<file path="src/hw/rtl/pumap_pkg.sv">
package pumap_pkg;

  // field and register widths
  localparam int FRAC_BITS  = 8;
  localparam int ANGLE_BITS = 16;
  localparam int ROW_W      = 12;
  localparam int COL_W      = 13;
  localparam int REG_W      = 12;
  localparam int WID_W      = 13;
  localparam int OUT_W      = 22;
  localparam int TRIG_W     = 16;
  localparam int AW         = 5;

  // cordic datapath
  localparam int CORDIC_STEPS = 30;
  localparam int CW           = 33;
  localparam int ZW           = 32;
  localparam logic signed [CW-1:0] CORDIC_X0 = 33'sd652032874;

  // angle divider: column scaled to a turn
  localparam int ADIV_STAGES = COL_W + ANGLE_BITS;
  localparam int ANG_LAT     = ADIV_STAGES + CORDIC_STEPS + 1;

  // radius divider
  localparam int PROD_W  = 2 * (REG_W + 1);
  localparam int MAG_W   = ROW_W + REG_W;
  localparam int RNUM_W  = MAG_W + FRAC_BITS;
  localparam int RAD_W   = RNUM_W + 2;
  localparam int RAD_LAT = RNUM_W + 4;
  localparam int RAD_DLY = ANG_LAT - RAD_LAT;

  // output arithmetic
  localparam int MUL_W     = RAD_W + TRIG_W;
  localparam int OFS_W     = MUL_W - 14;
  localparam int SUM_W     = OFS_W + 1;
  localparam int TOTAL_LAT = ANG_LAT + 3;
  localparam int OUT_MAX   = 2097151;
  localparam int OUT_MIN   = -2097152;

  // register indexes on the configuration port
  localparam logic [2:0] REG_CENTER_X = 3'd0;
  localparam logic [2:0] REG_CENTER_Y = 3'd1;
  localparam logic [2:0] REG_INNER    = 3'd2;
  localparam logic [2:0] REG_OUTER    = 3'd3;
  localparam logic [2:0] REG_WIDTH    = 3'd4;
  localparam logic [2:0] REG_HEIGHT   = 3'd5;

  // atan(2^-i) in units of 2^-32 turn
  function automatic logic signed [ZW-1:0] atan_turn(input int i);
    case (i)
      0:  atan_turn = 32'sh20000000;
      1:  atan_turn = 32'sh12E4051E;
      2:  atan_turn = 32'sh09FB385B;
      3:  atan_turn = 32'sh051111D4;
      4:  atan_turn = 32'sh028B0D43;
      5:  atan_turn = 32'sh0145D7E1;
      6:  atan_turn = 32'sh00A2F61E;
      7:  atan_turn = 32'sh00517C55;
      8:  atan_turn = 32'sh0028BE53;
      9:  atan_turn = 32'sh00145F2F;
      10: atan_turn = 32'sh000A2F98;
      11: atan_turn = 32'sh000517CC;
      12: atan_turn = 32'sh00028BE6;
      13: atan_turn = 32'sh000145F3;
      14: atan_turn = 32'sh0000A2FA;
      15: atan_turn = 32'sh0000517D;
      16: atan_turn = 32'sh000028BE;
      17: atan_turn = 32'sh0000145F;
      18: atan_turn = 32'sh00000A30;
      19: atan_turn = 32'sh00000518;
      20: atan_turn = 32'sh0000028C;
      21: atan_turn = 32'sh00000146;
      22: atan_turn = 32'sh000000A3;
      23: atan_turn = 32'sh00000051;
      24: atan_turn = 32'sh00000029;
      25: atan_turn = 32'sh00000014;
      26: atan_turn = 32'sh0000000A;
      27: atan_turn = 32'sh00000005;
      28: atan_turn = 32'sh00000003;
      29: atan_turn = 32'sh00000001;
      default: atan_turn = '0;
    endcase
  endfunction

endpackage

</file>
<file path="src/hw/rtl/pumap_radius.sv">
module pumap_radius
  import pumap_pkg::*;
(
  input  logic                    clk,
  input  logic                    ce,
  input  logic [ROW_W-1:0]        row,
  input  logic [REG_W-1:0]        inner,
  input  logic [REG_W-1:0]        outer,
  input  logic [REG_W-1:0]        height,
  output logic signed [RAD_W-1:0] radius
);

  // row times radius span
  logic signed [REG_W:0]  diff;
  logic signed [REG_W:0]  row_s;
  logic signed [PROD_W-1:0] prod_r;

  assign diff  = $signed({1'b0, outer}) - $signed({1'b0, inner});
  assign row_s = $signed({1'b0, row});

  always_ff @(posedge clk) begin
    if (ce) begin
      prod_r <= row_s * diff;
    end
  end

  // sign and magnitude
  logic               neg_r;
  logic [MAG_W-1:0]   mag_r;
  logic [PROD_W-1:0]  mag_full;

  assign mag_full = prod_r[PROD_W-1] ? PROD_W'(-prod_r) : PROD_W'(prod_r);

  always_ff @(posedge clk) begin
    if (ce) begin
      neg_r <= prod_r[PROD_W-1];
      mag_r <= mag_full[MAG_W-1:0];
    end
  end

  // restoring divider over the scaled magnitude
  logic [REG_W-1:0]  srem [0:RNUM_W];
  logic [MAG_W-1:0]  smag [0:MAG_W-1];
  logic [RNUM_W-1:0] sq   [0:RNUM_W];
  logic              sneg [0:RNUM_W];

  assign srem[0] = '0;
  assign smag[0] = mag_r;
  assign sq[0]   = '0;
  assign sneg[0] = neg_r;

  for (genvar k = 0; k < RNUM_W; k++) begin : g_div
    logic              bit_in;
    logic [REG_W:0]    trial;
    logic              take;
    logic [REG_W-1:0]  rem_r;
    logic [RNUM_W-1:0] q_r;
    logic              neg_s;

    if (k < MAG_W) begin : g_bit
      assign bit_in = smag[k][MAG_W-1-k];
    end else begin : g_zero
      assign bit_in = 1'b0;
    end

    assign trial = {srem[k], bit_in};
    assign take  = trial >= {1'b0, height};

    if (k + 1 < MAG_W) begin : g_mag
      logic [MAG_W-1:0] mag_s;
      always_ff @(posedge clk) begin
        if (ce) begin
          mag_s <= smag[k];
        end
      end
      assign smag[k+1] = mag_s;
    end

    always_ff @(posedge clk) begin
      if (ce) begin
        rem_r <= take ? REG_W'(trial - {1'b0, height}) : REG_W'(trial);
        q_r   <= {sq[k][RNUM_W-2:0], take};
        neg_s <= sneg[k];
      end
    end
    assign srem[k+1] = rem_r;
    assign sq[k+1]   = q_r;
    assign sneg[k+1] = neg_s;
  end

  // floor of a negative quotient rounds away from zero
  logic [RAD_W-1:0]        q_ext;
  logic signed [RAD_W-1:0] qs_r;

  assign q_ext = RAD_W'(sq[RNUM_W]);

  always_ff @(posedge clk) begin
    if (ce) begin
      qs_r <= sneg[RNUM_W] ? $signed(~q_ext + RAD_W'(srem[RNUM_W] == '0)) : $signed(q_ext);
    end
  end

  // add the inner radius
  always_ff @(posedge clk) begin
    if (ce) begin
      radius <= qs_r + $signed({{(RAD_W-REG_W-FRAC_BITS){1'b0}}, inner, {FRAC_BITS{1'b0}}});
    end
  end

endmodule

</file>
<file path="config.mk">
export PLATFORM = sky130hd
export DESIGN_NAME = pumap_radius
export DESIGN_NICKNAME = d
export VERILOG_FILES = /design/src/hw/rtl/pumap_pkg.sv /design/src/hw/rtl/pumap_radius.sv
export SDC_FILE = /design/constraint.sdc
export NUM_CORES = 2
export LEC_CHECK = 0
export BUFFER_PORTS_ARGS = -buffer_cell sky130_fd_sc_hd__clkbuf_2
export CORE_MARGIN = 8
export CORE_UTILIZATION = 64
export CTS_BUF_LIST = sky130_fd_sc_hd__clkbuf_16
export CTS_CLUSTER_SIZE = 12
export DETAILED_ROUTE_END_ITERATION = 10
export PLACE_DENSITY = 0.81
export SKIP_CTS_REPAIR_TIMING = 1
export SYNTH_ARGS = -nofsm -noshare
export SYNTH_HDL_FRONTEND = slang
export SYNTH_SLANG_ARGS = --single-unit
</file>
<file path="constraint.sdc">
create_clock -name clk -period 10.07 [get_ports clk]
set_input_delay 1.007 -clock clk [delete_from_list [all_inputs] [get_ports clk]]
set_output_delay 1.007 -clock clk [all_outputs]
set_load 0.03 [all_outputs]
</file>
==> flow_summary.ini <==
[power_and_ir_drop]
p_per_area_nw_per_um2 = 345
power_frac_comb_pct = 46.6
seq_power_share_pct = 34.1
internal_power_mw = 16.3
clock_power_share_pct = 19.3
p_leak_nw = 29.0
total_power_mw = 26.0
peakVddDrop_v = 0.000719
p_sw_share_pct = 37.1
p_sw_mw = 9.63

[drt]
antenna_left = 0
firstDrtPassIters = 8
wl_um = 138000
vias = 41287
wl_per_cell_um = 20.5
viasPerCell = 6.12
drc = 0
drtIter0Drc = 3399

[synth]
ys_seq_area_share_pct = 58.5
yosysMostFrequentCell = edfxtp_1
synth_edf_count = 1338
yosysUniqueCellTypes = 75
yosysTopAreaCellShare_pct = 58.5
yosys_most_used_dff = edfxtp_1
synth_seq_cells = 1338
syn_nets = 5765
ys_top_cells_by_area = edfxtp_1 (58%), ha_1 (9.0%), fa_1 (4.2%)
synth_area_um2 = 68700
synth_top_area_cell = edfxtp_1
synthCells = 5076
avgSynthCellArea_um2 = 13.5
yosysWarnings = 0
async_reset_ff_share_pct = 0
ys_top_cells_by_count = edfxtp_1 (1,338), ha_1 (496), nand2_1 (299)

[worst_setup_path]
worstPathMaxFanout = 12
slowest_delay_ns = 0.95
crit_path_frequent_cell = fa_1
end_kind = flip-flop
cp.required_ns = 10.59
critPathArrivalTime_ns = 8.62
worst-setup-path-type = in -> reg
crit_slowest_cell = xnor2_1
worstReg2RegStart = g_div[15].rem_r[0]
timing.critical_path.buf_inv = 5
cp-start-kind = primary input
path_delay_family = adder cells
crit_start = inner[1]

[die]
fp.dieH_um = 344
rows = 120
die-area_um2 = 118000
io_pins = 84
initial_core_util_pct = 64.4
die_x_um = 344
core_um2 = 107000

[sta]
maxSlewViolCount = 0
holdWs_ns = 0.390
setup_viol = 0
fmax_ghz = 0.123
worst_pin_slew_ns = 1.31
tns_ns = 0
finalCriticalPeriod_ns = 8.10
setup_ws_ns = 1.97
slew_headroom_pct = 12.0
fin_crit_sh_pct = 80.4
finClkSkew_ns = 0.0564
hold_viol = 0
rsz0062_at_grt = no

[cts]
numCtsBuffers = 143
path_clk_slew_ns = 0.06
clk_latency_ns = 0.76
cts_sinks = 1338
clk_path_buf_depth = 3
cts_root_buf = clkbuf_16
cts_max_level = 4
cts_tree = done

[global_route]
antenna_found_initial = 2
grt_use_met1_pct = 30.9
grtUsageTotal_pct = 23.3
grt_pass1_wl_um = 219000
grt_overflow = 0
grtUsageMet2_pct = 38.5
grt_pass1_vias = 41464
grt_busiest_layer = met2
grt_max_degree = 216
gr-usage-met3_pct = 4.12

[finish]
drive_above_1_share_pct = 10.7
fillCellCount = 6824
final-seq-area_um2 = 40200
syn_to_final_growth_pct = 9.68
multiInputGateArea_um2 = 27200
finalNetCount = 5952
diodes = 0
post-route-util_pct = 70.6

[place]
dp_slack_ns = 1.53
hpwl_um = 88400
gp_congestion = 0.867
port_buffers = 83

[status]
run_status = complete, no violations

[run]
max-cap-violations = 0

[worst_hold_path]
hold_start = g_div[16].q_r[6]
hold_class = reg -> reg
-- worst reg2reg max path, delay by kind of cell (launching register included) --
family,cells,cell delay [ns]
flops,1,0.41
buf+inv,1,0.33
simple gates,2,0.40
mux,1,0.39
fa+ha+maj,1,0.31
compound gates,4,1.43
-- final timing paths --
check / slack, ns / cells after the start / end
setup / recovery: 1.97 / 27 / prod_r[25]
hold / removal: 0.39 / 0 / g_div[17].q_r[7]
setup reg to reg: 6.53 / 9 / g_div[16].rem_r[4]
hold reg to reg: 0.39 / 0 / g_div[17].q_r[7]
-- power by group through the flow --
stage	Sequential [mW]	Clock [mW]	Combinational [mW]
2_1_floorplan	8.65	0	9.22
3_3_place_gp	8.88	0	11.4
3_5_place_dp	8.92	0	11.8
4_1_cts	8.85	5.10	12.0
5_1_grt	8.97	5.30	13.4
6_report	8.86	5.00	12.1
-- flip-flops by register name, indices dropped and copies added (netlist names) --
name / flops
qs_r: 34
g_div.g_mag.mag_s: 276
radius: 34
g_div.q_r: 528
mag_r: 24
g_div.rem_r: 384
neg_r: 1
g_div.neg_s: 32
prod_r: 25
-- cells in the final DEF (no fill, tap or decap), types with 62 or more instances in the layout --
cell | netlist | routed
fa_1 | 143 | 143
xor2_1 | 123 | 123
a21oi_1 | 244 | 244
clkbuf_2 | 0 | 81
and2_1 | 62 | 62
inv_1 | 278 | 300
mux2_2 | 201 | 201
edfxtp_1 | 1338 | 1338
o21a_1 | 93 | 93
clkbuf_16 | 0 | 144
nor3_1 | 66 | 65
nand2_1 | 299 | 299
nor2_1 | 261 | 261
nand2b_1 | 62 | 62
xnor2_1 | 205 | 205
nor2b_1 | 111 | 111
a21o_1 | 83 | 83
ha_1 | 496 | 496
o21ai_0 | 294 | 291
-- per-stage QoR --
| stage | cells | instance area, um^2 |
|---|---|---|
| 2_1_floorplan | 5076 | 68700 |
| 5_1_grt | 6744 | 75400 |
| 3_5_place_dp | 6521 | 70900 |
| 3_3_place_gp | 6521 | 70900 |
| 4_1_cts | 6744 | 75400 |
| 6_report | 6744 | 75400 |
-- routing by layer --
metal	up-vias	wire length, um
li1	19481	-
met1	20169	58100
met2	1337	66700
met3	296	8570
met4	4	4800
met5	-	27
-- kinds of logic after synthesis --
kind of cell	count (synthesis)	share of synthesized area, %
mux	237	3.82
xor+xnor	328	4.18
simple gates	1128	8.33
flops	1338	58.5
buf+inv	360	2.03
fa+ha+maj	639	13.2
compound gates	1046	9.96
-- area by class of cell --
| class | instances | share of cell area (%) |
|---|---|---|
| clock buffer | 144 | 4.78 |
| clock inverter | 79 | 1.09 |
| inverter | 279 | 1.39 |
| sequential | 1338 | 53.3 |
| tap | 1403 | 2.33 |
| timing repair buffer | 123 | 1.05 |
| multi-input combinational | 3378 | 36.0 |
Note: power is estimated with default switching activity, not from simulation.
